**src/rtl/tllp_pkg.sv**
```systemverilog
// Shared types, character codes and constants for the timed lyric line parser.
package tllp_pkg;

	// Default width of the saturating text byte counter
	localparam int unsigned TEXT_COUNT_BITS_DEF = 16;

	// Result field widths
	localparam int unsigned TIME_W  = 47;
	localparam int unsigned LEN_W   = 16;
	localparam int unsigned FIELD_W = 31;  // minutes and seconds never exceed FIELD_LIMIT
	localparam int unsigned SEC_MS_W = 41; // seconds * 1000 at the field limit
	localparam int unsigned FRAC_W  = 10;
	localparam int unsigned TDATA_W = 64;

	localparam logic [FIELD_W+3:0] FIELD_LIMIT = 35'd2147483647;
	localparam logic [19:0]        MS_PER_MIN  = 20'd60000;
	localparam logic [19:0]        MS_PER_SEC  = 20'd1000;

	// Character codes
	localparam logic [7:0] CH_LBRACK = 8'h5B;
	localparam logic [7:0] CH_RBRACK = 8'h5D;
	localparam logic [7:0] CH_COLON  = 8'h3A;
	localparam logic [7:0] CH_DOT    = 8'h2E;
	localparam logic [7:0] CH_CR     = 8'h0D;
	localparam logic [7:0] CH_NL     = 8'h0A;
	localparam logic [7:0] CH_ZERO   = 8'h30;
	localparam logic [7:0] CH_NINE   = 8'h39;

	// Position within the "[m:s.f]" prefix of a line
	typedef enum logic [2:0] {
		PH_START,
		PH_MIN,
		PH_SEC,
		PH_FRAC,
		PH_TEXT
	} phase_t;

	// Weight of a fraction digit by its position: 100, 10, 1
	function automatic logic [6:0] frac_weight(input logic [1:0] pos);
		logic [6:0] w;
		case (pos)
			2'd0:    w = 7'd100;
			2'd1:    w = 7'd10;
			default: w = 7'd1;
		endcase
		return w;
	endfunction

endpackage

```
**src/rtl/timed_lyric_line_parser_unit.sv**
```systemverilog
// Top level of the timed lyric line parser: byte scanner, time build and result buffer.
//
//  channel   dir  fields (low bit first)                         accepted when
//  s_axis    in   tdata: text_byte[7:0]; tlast: end_of_text     tvalid & tready
//  m_axis    out  tdata: time_ms[46:0], text_length[62:47], 0;  tvalid & tready
//                 tuser: line_ok; tlast: final_line
//
// One byte is taken every cycle while s_axis tready is high. A line-ending byte (newline
// or tlast) delivers its result on m_axis from the output register, via the skid word when stalled.
// A two-word buffer (output register plus skid word) sits at m_axis; s_axis tready
// drops only while the skid word is full, so bytes keep flowing under a short stall.
// Reset (arst_n low) returns the scanner to line start and empties both buffer words.
// The time build keeps minutes and seconds also as running millisecond sums, so a
// line end needs only one three-operand add before the output register.
module timed_lyric_line_parser_unit #(
	parameter int unsigned TEXT_COUNT_BITS = tllp_pkg::TEXT_COUNT_BITS_DEF
) (
	input  logic                         clk,
	input  logic                         arst_n,
	input  logic                         s_axis_tvalid,
	output logic                         s_axis_tready,
	input  logic [7:0]                   s_axis_tdata,  // text_byte[7:0]
	input  logic                         s_axis_tlast,  // end_of_text
	output logic                         m_axis_tvalid,
	input  logic                         m_axis_tready,
	output logic [tllp_pkg::TDATA_W-1:0] m_axis_tdata,  // time_ms[46:0], text_length[62:47], pad
	output logic                         m_axis_tuser,  // line_ok
	output logic                         m_axis_tlast   // final_line
);
	import tllp_pkg::*;

	localparam logic [TEXT_COUNT_BITS-1:0] COUNT_LIMIT = '1;

	// Scanner state
	phase_t                     phase_q, nx_phase;
	logic [FIELD_W-1:0]         min_q, nx_min;
	logic [TIME_W-1:0]          min_ms_q, nx_min_ms;
	logic [FIELD_W-1:0]         sec_q, nx_sec;
	logic [SEC_MS_W-1:0]        sec_ms_q, nx_sec_ms;
	logic [FRAC_W-1:0]          frac_q, nx_frac;
	logic [1:0]                 frac_cnt_q, nx_frac_cnt;
	logic                       seen_q, nx_seen;
	logic                       bad_q, nx_bad;
	logic                       pend_q, nx_pend;
	logic [TEXT_COUNT_BITS-1:0] cnt_q, nx_cnt;

	// Byte decode
	logic       accept;
	logic       is_nl;
	logic       line_end;
	logic       is_dig;
	logic [3:0] dval;

	// Digit arithmetic
	logic [FIELD_W+3:0]  min_ext, sec_ext;
	logic                min_ovf, sec_ovf;
	logic [TIME_W-1:0]   min_ms_step;
	logic [SEC_MS_W-1:0] sec_ms_step;
	logic [FRAC_W-1:0]   frac_step;
	logic [TEXT_COUNT_BITS-1:0] cnt_one, cnt_two;

	// Result of the line that ends with this byte
	logic              res_ok;
	logic [TIME_W-1:0] res_time;
	logic [LEN_W-1:0]  res_len;
	logic [31:0]       cnt_wide;
	logic [TDATA_W-1:0] res_data;

	// Output buffer
	logic               out_valid_q, skid_valid_q;
	logic [TDATA_W-1:0] out_data_q, skid_data_q;
	logic               out_ok_q, skid_ok_q;
	logic               out_last_q, skid_last_q;
	logic               pop, push;

	assign s_axis_tready = !skid_valid_q;
	assign accept   = s_axis_tvalid && s_axis_tready;
	assign is_nl    = (s_axis_tdata == CH_NL);
	assign line_end = is_nl || s_axis_tlast;
	assign is_dig   = (s_axis_tdata >= CH_ZERO) && (s_axis_tdata <= CH_NINE);
	assign dval     = is_dig ? 4'(s_axis_tdata - CH_ZERO) : 4'd0;

	// v*10 + d as shift-adds; fields never exceed FIELD_LIMIT, so 35 bits hold it
	assign min_ext = ({4'd0, min_q} << 3) + ({4'd0, min_q} << 1) + 35'(dval);
	assign sec_ext = ({4'd0, sec_q} << 3) + ({4'd0, sec_q} << 1) + 35'(dval);
	assign min_ovf = min_ext > FIELD_LIMIT;
	assign sec_ovf = sec_ext > FIELD_LIMIT;

	// Running millisecond sums follow the fields digit by digit
	assign min_ms_step = (min_ms_q << 3) + (min_ms_q << 1)
		+ TIME_W'(20'(dval) * MS_PER_MIN);
	assign sec_ms_step = (sec_ms_q << 3) + (sec_ms_q << 1)
		+ SEC_MS_W'(20'(dval) * MS_PER_SEC);
	assign frac_step = frac_q + FRAC_W'(10'(dval) * 10'(frac_weight(frac_cnt_q)));

	// Text count: a held carriage return counts once it proves not to be trailing
	assign cnt_one = (pend_q && cnt_q != COUNT_LIMIT) ? cnt_q + 1'b1 : cnt_q;
	assign cnt_two = (s_axis_tdata != CH_CR && cnt_one != COUNT_LIMIT) ?
		cnt_one + 1'b1 : cnt_one;

	// Next scanner state for one non-newline byte
	always_comb begin
		nx_phase    = phase_q;
		nx_min      = min_q;
		nx_min_ms   = min_ms_q;
		nx_sec      = sec_q;
		nx_sec_ms   = sec_ms_q;
		nx_frac     = frac_q;
		nx_frac_cnt = frac_cnt_q;
		nx_seen     = seen_q;
		nx_bad      = bad_q;
		nx_pend     = pend_q;
		nx_cnt      = cnt_q;
		if (!is_nl && !bad_q) begin
			unique case (phase_q)
				PH_START: begin
					if (s_axis_tdata == CH_LBRACK) begin
						nx_phase = PH_MIN;
						nx_seen  = 1'b0;
					end else begin
						nx_bad = 1'b1;
					end
				end
				PH_MIN: begin
					if (is_dig) begin
						if (min_ovf) begin
							nx_bad = 1'b1;
						end else begin
							nx_min    = min_ext[FIELD_W-1:0];
							nx_min_ms = min_ms_step;
						end
						nx_seen = 1'b1;
					end else if (s_axis_tdata == CH_COLON && seen_q) begin
						nx_phase = PH_SEC;
						nx_seen  = 1'b0;
					end else begin
						nx_bad = 1'b1;
					end
				end
				PH_SEC: begin
					if (is_dig) begin
						if (sec_ovf) begin
							nx_bad = 1'b1;
						end else begin
							nx_sec    = sec_ext[FIELD_W-1:0];
							nx_sec_ms = sec_ms_step;
						end
						nx_seen = 1'b1;
					end else if (s_axis_tdata == CH_DOT && seen_q) begin
						nx_phase = PH_FRAC;
					end else if (s_axis_tdata == CH_RBRACK && seen_q) begin
						nx_phase = PH_TEXT;
					end else begin
						nx_bad = 1'b1;
					end
				end
				PH_FRAC: begin
					if (is_dig) begin
						// drop digits past the third
						if (frac_cnt_q != 2'd3) begin
							nx_frac     = frac_step;
							nx_frac_cnt = frac_cnt_q + 2'd1;
						end
					end else if (s_axis_tdata == CH_RBRACK) begin
						nx_phase = PH_TEXT;
					end else begin
						nx_bad = 1'b1;
					end
				end
				PH_TEXT: begin
					nx_pend = (s_axis_tdata == CH_CR);
					nx_cnt  = cnt_two;
				end
				default: nx_bad = 1'b1;
			endcase
		end
	end

	// Result fields, from the state after this byte
	assign res_ok   = !nx_bad && nx_phase == PH_TEXT && nx_cnt != '0;
	assign cnt_wide = 32'(nx_cnt);
	assign res_time = res_ok ?
		min_ms_q + TIME_W'(sec_ms_q) + TIME_W'(frac_q) : '0;
	assign res_len  = !res_ok ? '0 :
		(cnt_wide > 32'h0000_FFFF) ? 16'hFFFF : cnt_wide[LEN_W-1:0];
	assign res_data = {1'b0, res_len, res_time};

	// Scanner registers; clear to line start after every line end
	always_ff @(posedge clk or negedge arst_n) begin
		if (!arst_n) begin
			phase_q    <= PH_START;
			min_q      <= '0;
			min_ms_q   <= '0;
			sec_q      <= '0;
			sec_ms_q   <= '0;
			frac_q     <= '0;
			frac_cnt_q <= '0;
			seen_q     <= 1'b0;
			bad_q      <= 1'b0;
			pend_q     <= 1'b0;
			cnt_q      <= '0;
		end else if (accept) begin
			if (line_end) begin
				phase_q    <= PH_START;
				min_q      <= '0;
				min_ms_q   <= '0;
				sec_q      <= '0;
				sec_ms_q   <= '0;
				frac_q     <= '0;
				frac_cnt_q <= '0;
				seen_q     <= 1'b0;
				bad_q      <= 1'b0;
				pend_q     <= 1'b0;
				cnt_q      <= '0;
			end else begin
				phase_q    <= nx_phase;
				min_q      <= nx_min;
				min_ms_q   <= nx_min_ms;
				sec_q      <= nx_sec;
				sec_ms_q   <= nx_sec_ms;
				frac_q     <= nx_frac;
				frac_cnt_q <= nx_frac_cnt;
				seen_q     <= nx_seen;
				bad_q      <= nx_bad;
				pend_q     <= nx_pend;
				cnt_q      <= nx_cnt;
			end
		end
	end

	// Output register with skid word: hold a new result in the skid word while
	// the output word is stalled, advance it once the output word frees up
	assign pop  = out_valid_q && m_axis_tready;
	assign push = accept && line_end;

	always_ff @(posedge clk or negedge arst_n) begin
		if (!arst_n) begin
			out_valid_q  <= 1'b0;
			skid_valid_q <= 1'b0;
		end else if (pop || !out_valid_q) begin
			out_valid_q  <= skid_valid_q || push;
			skid_valid_q <= 1'b0;
		end else if (push) begin
			skid_valid_q <= 1'b1;
		end
	end

	always_ff @(posedge clk) begin
		if (pop || !out_valid_q) begin
			if (skid_valid_q) begin
				out_data_q <= skid_data_q;
				out_ok_q   <= skid_ok_q;
				out_last_q <= skid_last_q;
			end else begin
				out_data_q <= res_data;
				out_ok_q   <= res_ok;
				out_last_q <= s_axis_tlast;
			end
		end else if (push) begin
			skid_data_q <= res_data;
			skid_ok_q   <= res_ok;
			skid_last_q <= s_axis_tlast;
		end
	end

	assign m_axis_tvalid = out_valid_q;
	assign m_axis_tdata  = out_data_q;
	assign m_axis_tuser  = out_ok_q;
	assign m_axis_tlast  = out_last_q;

	// The skid word only fills behind a stalled output word
	a_skid_behind_out: assert property (@(posedge clk) disable iff (!arst_n)
		skid_valid_q |-> out_valid_q)
		else $error("skid word valid without output word");

	// Kept fraction never exceeds three digits
	a_frac_range: assert property (@(posedge clk) disable iff (!arst_n)
		frac_q <= 10'd999 && (frac_q == '0 || frac_cnt_q != 2'd0))
		else $error("fraction accumulator out of range");

	// A rejected line carries zero time and length
	a_reject_zero: assert property (@(posedge clk) disable iff (!arst_n)
		(m_axis_tvalid && !m_axis_tuser) |-> m_axis_tdata == '0)
		else $error("rejected line with nonzero payload");

	// Every line end returns the scanner to line start
	a_line_restart: assert property (@(posedge clk) disable iff (!arst_n)
		(accept && line_end) |=> (phase_q == PH_START && cnt_q == '0 && !bad_q))
		else $error("scanner not cleared after line end");

	// A line-ending byte always shows up as a valid output word
	a_push_lands: assert property (@(posedge clk) disable iff (!arst_n)
		push |=> m_axis_tvalid)
		else $error("line result lost");

endmodule

```
**config.mk**
```make
export PLATFORM = sky130hd
export DESIGN_NAME = timed_lyric_line_parser_unit
export DESIGN_NICKNAME = d
export VERILOG_FILES = /design/src/rtl/tllp_pkg.sv /design/src/rtl/timed_lyric_line_parser_unit.sv
export SDC_FILE = /design/constraint.sdc
export NUM_CORES = 1
export LEC_CHECK = 0
export ABC_CLOCK_PERIOD_IN_PS = 8600
export BUFFER_PORTS_ARGS = -buffer_cell sky130_fd_sc_hd__buf_2
export CAP_MARGIN = 20
export CORE_ASPECT_RATIO = 1.75
export CORE_MARGIN = 3
export CORE_UTILIZATION = 60
export DETAILED_ROUTE_END_ITERATION = 10
export GPL_TIMING_DRIVEN = 1
export PLACE_DENSITY = 0.77
export SLEW_MARGIN = 0
export SYNTH_ARGS = -nofsm -noshare
export SYNTH_HDL_FRONTEND = slang
export SYNTH_SLANG_ARGS = --single-unit
```
**constraint.sdc**
```tcl
create_clock -name clk -period 8.6 [get_ports clk]
set_input_delay 0.86 -clock clk [delete_from_list [all_inputs] [get_ports clk]]
set_output_delay 0.86 -clock clk [all_outputs]
set_load 0.02 [all_outputs]
```
==> results of run 1 <==
## how the worst max path moves through the flow
stage	startpoint	endpoint	depth (start not counted)
3_3_place_gp	s_axis_tdata[7]	min_ms_q[45]$_DFFE_PN0P_	33
6_report	s_axis_tdata[7]	min_ms_q[45]$_DFFE_PN0P_	33
4_1_cts	s_axis_tdata[7]	min_ms_q[45]$_DFFE_PN0P_	33
3_5_place_dp	s_axis_tdata[7]	min_ms_q[45]$_DFFE_PN0P_	33
2_1_floorplan	m_axis_tready	skid_data_q[0]$_DFFE_PP_	2
5_1_grt	s_axis_tdata[7]	min_ms_q[45]$_DFFE_PN0P_	33
## through the flow
step	instance area [um2]	setup slack, ps	total power, mW	util, %
after detailed placement	27600	705	3.21	63.0
final	28700	1120	4.74	65.7
after global placement	27500	798	3.17	63.0
after floorplan	26700	997	2.84	-
after global routing	28700	474	5.02	65.7
after CTS	28700	1240	4.76	65.7
## placed cells by master (no fill, tap or decap), types with 46 or more instances in the layout
master / n
nand3_1: 54
nor3_1: 46
edfxtp_1: 130
ha_1: 378
xor2_1: 85
o21ai_0: 165
nor2_1: 173
nand2_1: 370
a21oi_1: 165
xnor2_1: 99
dfrtp_1: 174
buf_2: 78
inv_1: 189
fa_1: 48
a21o_1: 94
o31ai_1: 179
## layer usage
metal / vias to the layer above / share of wire (%) / global-route usage, %
li1: 10814 / - / -
met2: 567 / 52 / 52.1
met5: - / 0 / 0
met3: 215 / 3.7 / 2.76
met4: 0 / 5.4 / 13.9
met1: 10796 / 39 / 33.3
## Yosys cell counts (7+ instances only)
cell type,number,share of area [%]
o21a_1,30,0.84
or3_1,10,0.23
nand3_1,54,1.0
nand2_1,370,5.2
fa_1,48,3.6
a31oi_1,23,0.54
a211oi_1,28,0.79
xor2_1,85,2.8
edfxtp_1,130,15
ha_1,378,18
o41ai_1,16,0.52
nor4_1,14,0.33
o31ai_1,179,5.0
o211ai_1,16,0.45
a41oi_1,8,0.26
a21o_1,94,2.6
nor2b_1,23,0.54
nand2b_1,26,0.61
or2_2,10,0.23
nor3_1,47,0.88
and4_1,9,0.30
xnor2_1,99,3.2
buf_2,22,0.41
mux2i_1,7,0.26
and3_1,32,0.75
nor2_1,174,2.4
and2_1,18,0.42
clkbuf_1,93,1.3
a21oi_1,165,3.1
o21bai_1,30,0.84
dfrtp_1,175,16
o211a_1,8,0.30
nor3b_1,9,0.25
o2111ai_1,7,0.23
o21ai_0,165,3.1
nor4b_1,8,0.26
nand4_1,33,0.77
a211o_1,8,0.26
inv_1,189,2.7
## power breakdown
part	total, mW	internal, mW	switching, mW
Combinational	1.40	0.534	0.868
Clock	1.53	0.892	0.639
Sequential	1.81	1.65	0.160
## critical path, delay by kind of cell
kind	cells	cell delay, ps
simple gates	11	1750
compound gates	12	2940
xor+xnor	2	270
buf+inv	4	590
fa+ha+maj	4	1450
## state kept, by name, summed over array words and instances, names as in the netlist
register and flops:
skid_data_q 63, m_axis_tdata 63, pend_q 1, skid_ok_q 1
min_ms_q 41, skid_valid_q 1, frac_q 10, m_axis_tvalid 1
sec_ms_q 36, frac_cnt_q 2, sec_q 31, m_axis_tlast 1
bad_q 1, m_axis_tuser 1, seen_q 1, phase_q 3
min_q 31, skid_last_q 1, cnt_q 16
## cell type report
type | count | area (um2) | share of cell area [%]
Tap cell | 566 | 708 | 2.47
Timing Repair Buffer | 105 | 599 | 2.09
Clock buffer | 46 | 926 | 3.22
Multi-Input combinational cell | 2336 | 17300 | 60.1
Antenna cell | 3 | 7.51 | 0.0261
Clock inverter | 16 | 231 | 0.806
Sequential cell | 305 | 8290 | 28.9
Inverter | 190 | 713 | 2.48
## logic make-up after synthesis
family / share of synthesized area (%)
XOR/XNOR: 6.04
flip-flops: 31.0
adder cells (fa/ha/maj): 21.3
buffers and inverters: 4.60
AND/OR/NAND/NOR: 15.1
AO/OA/AOI/OAI: 21.5
multiplexers: 0.389
other: 0.0140
==> impl_metrics.json, run 1 <==
{
  "status": "completed",
  "fmax_ghz": 0.134,
  "timing.rr.start": "cnt_q[4]$_DFFE_PN0P_",
  "skew_ps": 23.5,
  "grt_pass1_wl_um": 111000,
  "placed_cells": 3502,
  "post_cts_resized": 0,
  "cpPeakStageDelay_ps": 480,
  "drv_slew": 0,
  "synth_nets": 3391,
  "drc": 0,
  "worstSetupPathType": "input pin to flip-flop",
  "mappedNetlistArea_mm2": 0.0267,
  "synth-seq-cells": 305,
  "worstHoldPathType": "input pin to asynchronous set/reset pin",
  "synth_edf_count": 130,
  "reg2reg_to": "m_axis_tdata[31]$_DFFE_PN_",
  "grt_pass1_vias": 22664,
  "worstPathRequired_ps": 9010,
  "track_usage_pct": 28.7,
  "max_slew_margin_pct": 28.8,
  "place.gp.congestion": 0.945,
  "antenna_left": 0,
  "worstSkewPairLatency_ps": 550,
  "setup_tns_ps": 0,
  "cts_setup_buffers": 0,
  "cap_viol_max_count": 0,
  "num_rows": 101,
  "die_w_um": 165,
  "rsz0062_at_grt": "no",
  "final_nets": 3411,
  "finalNonFillerCells": 3567,
  "synthCells": 2952,
  "ys_seq_area_share_pct": 31.0,
  "avgSynthCellArea_um2": 9.04,
  "wl_um": 67600,
  "finalCriticalPeriod_ps": 7480,
  "cts_tree": "yes",
  "die_area_mm2": 0.0472,
  "r2r_slack_ps": 2130,
  "ys_types": 88,
  "wl_per_cell_um": 19.0,
  "p_per_area_mw_per_mm2": 165,
  "synthToLayoutAreaGrowth_pct": 7.58,
  "dr.first_iter.drc_count": 1628,
  "power.leakage_nw": 14.0,
  "start_util_pct": 61.1,
  "nFillCells": 3567,
  "cp_max_fo": 8,
  "async_reset_ff_share_pct": 57.4,
  "drive_above_1_share_pct": 6.90,
  "grt_overflow_total": 0,
  "reg2reg_depth": 17,
  "crit_slowest_cell": "fa_1",
  "drt_pass1_iterations": 6,
  "cp-start-kind": "input pin",
  "vias_per_cell": 6.28,
  "post-dp-hpwl_um": 51900,
  "end_kind": "flip-flop",
  "cts_sinks": 305,
  "clk_pin_slew_ps": 70,
  "crit_arrival_ps": 7890,
  "setup_viol": 0,
  "vdd_drop_max_uv": 142,
  "clock_path_buffers": 3,
  "antenna_found_initial": 1,
  "ys_warn_count": 0,
  "die_y_um": 285,
  "core-area_mm2": 0.0437,
  "vias": 22392,
  "grt_max_degree": 76,
  "tightest_slew_ps": 1060,
  "final.period_utilization_pct": 87.0,
  "root_buffer": "clkbuf_16",
  "ios": 81,
  "hold_ws_ps": 313,
  "holdBufCountCts": 0,
  "hold_violations": 0,
  "cts_made_buffers": 34,
  "ys.flop_type": "dfrtp_1",
  "port_buffers": 79,
  "cts_max_level": 2
}
Power figures use the tool's default switching activity.
==> run 2, diff against run 1 <==
==> constraint.sdc (replaced) <==
create_clock -name clk -period 8.6 [get_ports clk]
set_input_delay 1.72 -clock clk [delete_from_list [all_inputs] [get_ports clk]]
set_output_delay 1.72 -clock clk [all_outputs]
set_load 0.02 [all_outputs]
==> run 2 against run 1 <==
Sequential cell count is the same. Sequential share of layout area fell by 0.080 points. Combinational power hardly changed. First-iteration DRC count increased by 2.4%. Die area did not move. Sequential power hardly changed.
==> impl_metrics.json, run 2 (same netlist as run 1, synthesis figures left out) <==
{
  "worstSkewPairLatency_ps": 550,
  "grt_pass1_vias": 22986,
  "final.period_utilization_pct": 92.7,
  "worstHoldPathType": "flip-flop to flip-flop",
  "worstSetupPathType": "input pin to flip-flop",
  "track_usage_pct": 29.2,
  "core-area_mm2": 0.0437,
  "die_w_um": 165,
  "timing.rr.start": "cnt_q[0]$_DFFE_PN0P_",
  "num_rows": 101,
  "p_per_area_mw_per_mm2": 163,
  "final_design_area_no_fill_mm2": 0.0288,
  "crit_arrival_ps": 8400,
  "vdd_drop_max_uv": 178,
  "cpPeakStageDelay_ps": 490,
  "reg2reg_depth": 16,
  "r2r_slack_ps": 2800,
  "worstPathRequired_ps": 9020,
  "power_mw": 4.70,
  "synthToLayoutAreaGrowth_pct": 7.88,
  "setup_tns_ps": 0,
  "vias_per_cell": 6.35,
  "reg2reg_to": "m_axis_tdata[41]$_DFFE_PN_",
  "cts_sinks": 305,
  "wl_per_cell_um": 19.2,
  "clk_pin_slew_ps": 60,
  "place_area_mm2": 0.0277,
  "post-dp-hpwl_um": 52000,
  "crit_slowest_cell": "fa_1",
  "start_util_pct": 61.1,
  "cts_max_level": 2,
  "final_cell_mix": "ha_1 (378), nand2_1 (370), inv_1 (189)",
  "rsz0062_at_grt": "no",
  "hold_violations": 0,
  "wl_um": 68800,
  "root_buffer": "clkbuf_16",
  "port_buffers": 79,
  "fmax_ghz": 0.125,
  "drt_pass1_iterations": 8,
  "dr.first_iter.drc_count": 1667,
  "final_nets": 3426,
  "cts_made_buffers": 34,
  "finalCriticalPeriod_ps": 7970,
  "grt_max_degree": 109,
  "cp-start-kind": "input pin",
  "antenna_left": 0,
  "max_slew_margin_pct": 31.1,
  "setup_viol": 0,
  "clock_path_buffers": 3,
  "end_kind": "flip-flop",
  "final_util_pct": 65.9,
  "tightest_slew_ps": 1030,
  "final_common_cell": "ha_1",
  "vias": 22744,
  "status": "completed",
  "place.gp.congestion": 0.951,
  "finalNonFillerCells": 3580,
  "critPathCapture": "min_ms_q[45]$_DFFE_PN0P_",
  "ios": 81,
  "antenna_found_initial": 1,
  "cp_max_fo": 9,
  "power.leakage_nw": 14.0,
  "holdBufCountCts": 0,
  "placed_cells": 3516,
  "die_area_mm2": 0.0472,
  "skew_ps": 25.2,
  "grt_overflow_total": 0,
  "cp-startpoint": "s_axis_tdata[7]",
  "cts_tree": "yes",
  "drc": 0,
  "grt_pass1_wl_um": 113000,
  "drive_above_1_share_pct": 7.53,
  "cap_viol_max_count": 0,
  "drv_slew": 0,
  "die_y_um": 285
}
[run 2: area by class of cell]
type                    instances  area (um2)
diodes                          1        2.50
clock buffers                  42         921
clock inverters                20         183
fillers                      3570       14900
inverters                     190         713
multi-input cells            2336       17200
flip-flops and latches        305        8290
well taps                     566         708
repair buffers                120         744
[run 2: layer usage]
layer	share of wire, %	global-route usage, %	up-vias
met3	4.4	3.15	232
li1	-	-	10854
met1	38	33.3	10949
met2	52	53.3	709
met4	5.3	14.3	0
met5	0	0	-
[run 2: worst min-delay path by stage]
stage | startpoint | to | slack (ps) | cells past startpoint
floorplan | frac_q[2]$_DFFE_PN0P_ | frac_q[2]$_DFFE_PN0P_ | 450 | 2
CTS | frac_q[2]$_DFFE_PN0P_ | frac_q[2]$_DFFE_PN0P_ | 490 | 2
global route | frac_q[2]$_DFFE_PN0P_ | frac_q[2]$_DFFE_PN0P_ | 530 | 2
global placement | frac_q[2]$_DFFE_PN0P_ | frac_q[2]$_DFFE_PN0P_ | 460 | 2
detailed placement | frac_q[2]$_DFFE_PN0P_ | frac_q[2]$_DFFE_PN0P_ | 470 | 2
finish | frac_q[2]$_DFFE_PN0P_ | frac_q[2]$_DFFE_PN0P_ | 490 | 2
[run 2: metrics by stage]
stage                     setup WS [ps]  hold WS, ps
after floorplan                     137          449
after global placement              113          460
after detailed placement          -33.1          474
after CTS                           519          489
after global routing               86.0          525
final                               627          491
[run 2: power by group]
| group | switching (mW) | leakage (nW) | internal [mW] | total (mW) |
|---|---|---|---|---|
| sequential | 0.160 | 3.74 | 1.65 | 1.81 |
| clock | 0.654 | 0.552 | 0.810 | 1.46 |
| combinational | 0.887 | 9.76 | 0.544 | 1.43 |
[run 2: worst max-delay path, delay by kind of cell]
kind                       cells  cell delay, ps
buffers and inverters          3             240
and+or+nand+nor               11            1640
adders and majority gates      5            1680
AOI/OAI and AO/OA             12            2810
xor gates and xnor gates       2             270
[run 2: repair_timing]
action	4_1_cts	5_1_grt
setup endpoints to repair	0	2
gates resized for setup	0	1
setup buffers	0	0
endpoints found under the hold margin	0	0
==> run 3, diff against run 2 <==
--- a/config.mk
+++ b/config.mk
@@ -14,6 +14,7 @@
 export DETAILED_ROUTE_END_ITERATION = 10
 export GPL_TIMING_DRIVEN = 1
 export PLACE_DENSITY = 0.77
+export REMOVE_ABC_BUFFERS = 1
 export SLEW_MARGIN = 0
 export SYNTH_ARGS = -nofsm -noshare
 export SYNTH_HDL_FRONTEND = slang
==> run 3 against run 2 <==
Non-clock buffer count rose by 1. Via count fell by 0.24%. Worst setup slack worse by 85 ps. Critical endpoint is now sec_ms_q[40]$_DFFE_PN0P_. Highest routed layer unchanged. Largest cell class unchanged.
==> impl_metrics.json, run 3 (same netlist as run 1, synthesis figures left out) <==
{
  "fmax_ghz": 0.124,
  "antenna_left": 0,
  "vdd_drop_max_uv": 203,
  "antenna_found_initial": 1,
  "place_area_mm2": 0.0277,
  "worstHoldPathType": "flip-flop to flip-flop",
  "p_clk_share_pct": 32.6,
  "port_buffers": 79,
  "place.gp.congestion": 1.00,
  "cts_setup_buffers": 0,
  "place_ws_ps": -4.26,
  "drv_slew": 0,
  "final_common_cell": "ha_1",
  "die_area_mm2": 0.0472,
  "cap_viol_max_count": 0,
  "die_y_um": 285,
  "grt_overflow_total": 0,
  "crit_arrival_ps": 8490,
  "skew_ps": 22.1,
  "clock_path_buffers": 3,
  "power.leakage_nw": 14.1,
  "p_seq_share_pct": 37.8,
  "cpPeakStageDelay_ps": 500,
  "setup_viol": 0,
  "grt_max_degree": 82,
  "final_cell_mix": "ha_1 (378), nand2_1 (370), inv_1 (189)",
  "drc": 0,
  "wl_per_cell_um": 20.6,
  "status": "completed",
  "internal_power_mw": 3.09,
  "wl_um": 73900,
  "synthToLayoutAreaGrowth_pct": 8.14,
  "grt_pass1_vias": 23146,
  "dr.first_iter.drc_count": 1576,
  "max_slew_margin_pct": 30.4,
  "crit_slowest_cell": "fa_1",
  "drive_above_1_share_pct": 7.47,
  "vias": 22690,
  "p_per_area_mw_per_mm2": 166,
  "worstPathRequired_ps": 9030,
  "ios": 81,
  "grt_pass1_wl_um": 119000,
  "power_mw": 4.78,
  "p_comb_share_pct": 29.6,
  "cts_max_level": 2,
  "tightest_slew_ps": 1030,
  "setup_slack_ps": 542,
  "cts_made_buffers": 34,
  "clk_pin_slew_ps": 60,
  "track_usage_pct": 31.6,
  "worstSkewPairLatency_ps": 550,
  "cp-start-kind": "input pin",
  "vias_per_cell": 6.34,
  "p_switching_mw": 1.69,
  "worstSetupPathType": "input pin to flip-flop",
  "root_buffer": "clkbuf_16",
  "hold_violations": 0,
  "setup_tns_ps": 0,
  "rsz0062_at_grt": "no",
  "final_design_area_no_fill_mm2": 0.0289,
  "start_util_pct": 61.1,
  "num_rows": 101,
  "cts_tree": "yes",
  "final.period_utilization_pct": 93.7,
  "end_kind": "flip-flop",
  "die_w_um": 165,
  "cp_max_fo": 7,
  "post-dp-hpwl_um": 56600,
  "drt_pass1_iterations": 6,
  "core-area_mm2": 0.0437,
  "final_nets": 3427,
  "cts_sinks": 305,
  "finalCriticalPeriod_ps": 8060,
  "p_sw_share_pct": 35.4
}
## run 3: power groups by stage
| stage | registers (mW) | logic (mW) | clock network [mW] |
|---|---|---|---|
| 2_1_floorplan | 1.82 | 1.01 | 0 |
| 3_3_place_gp | 1.83 | 1.35 | 0 |
| 3_5_place_dp | 1.84 | 1.40 | 0 |
| 4_1_cts | 1.81 | 1.41 | 1.58 |
| 5_1_grt | 1.83 | 1.59 | 1.64 |
| 6_report | 1.81 | 1.42 | 1.56 |
## run 3: final timing paths
kind,start,depth (start not counted),slack (ps),end
max,s_axis_tdata[7],31,540,sec_ms_q[40]$_DFFE_PN0P_
min reg2reg,frac_q[2]$_DFFE_PN0P_,2,490,frac_q[2]$_DFFE_PN0P_
min,frac_q[2]$_DFFE_PN0P_,2,490,frac_q[2]$_DFFE_PN0P_
max in group asynchronous,arst_n,2,6080,frac_cnt_q[0]$_DFFE_PN0P_
max reg2reg,cnt_q[0]$_DFFE_PN0P_,16,2360,m_axis_tdata[33]$_DFFE_PN_
min in group asynchronous,arst_n,1,1160,sec_ms_q[18]$_DFFE_PN0P_
## run 3: repair_timing
item,in CTS,in global routing
gates resized for setup,0,2
hold buffers,0,0
setup endpoints to repair,0,3
## run 3: final cells by class
cell class | instances | area [um2]
diodes | 1 | 2.50
clock buffers | 42 | 891
clock inverters | 20 | 277
fillers | 3574 | 14900
inverters | 190 | 713
multi-input cells | 2336 | 17200
flip-flops and latches | 305 | 8290
well taps | 566 | 708
repair buffers | 121 | 744
## run 3: critical path: cells and delay by family
kind            cells  cell delay (ps)
xor+xnor            1              150
compound gates     12             2490
buf+inv             8              910
fa+ha+maj           6             2390
simple gates        4              820
## run 3: metrics by stage
step / std cells / hold slack [ps] / utilization [%]
2_1_floorplan: 2831 / 449 / -
3_3_place_gp: 3518 / 465 / 63.3
3_5_place_dp: 3518 / 484 / 63.3
4_1_cts: 3580 / 497 / 66.0
5_1_grt: 3581 / 525 / 66.0
6_report: 3581 / 491 / 66.0
## run 3: layer usage
metal	up-vias	part of all wire, %	track usage, %
met5	-	0	0
met4	0	7.9	21.3
met3	291	4.4	4.24
met2	682	51	56.4
met1	10835	36	33.9
li1	10882	-	-
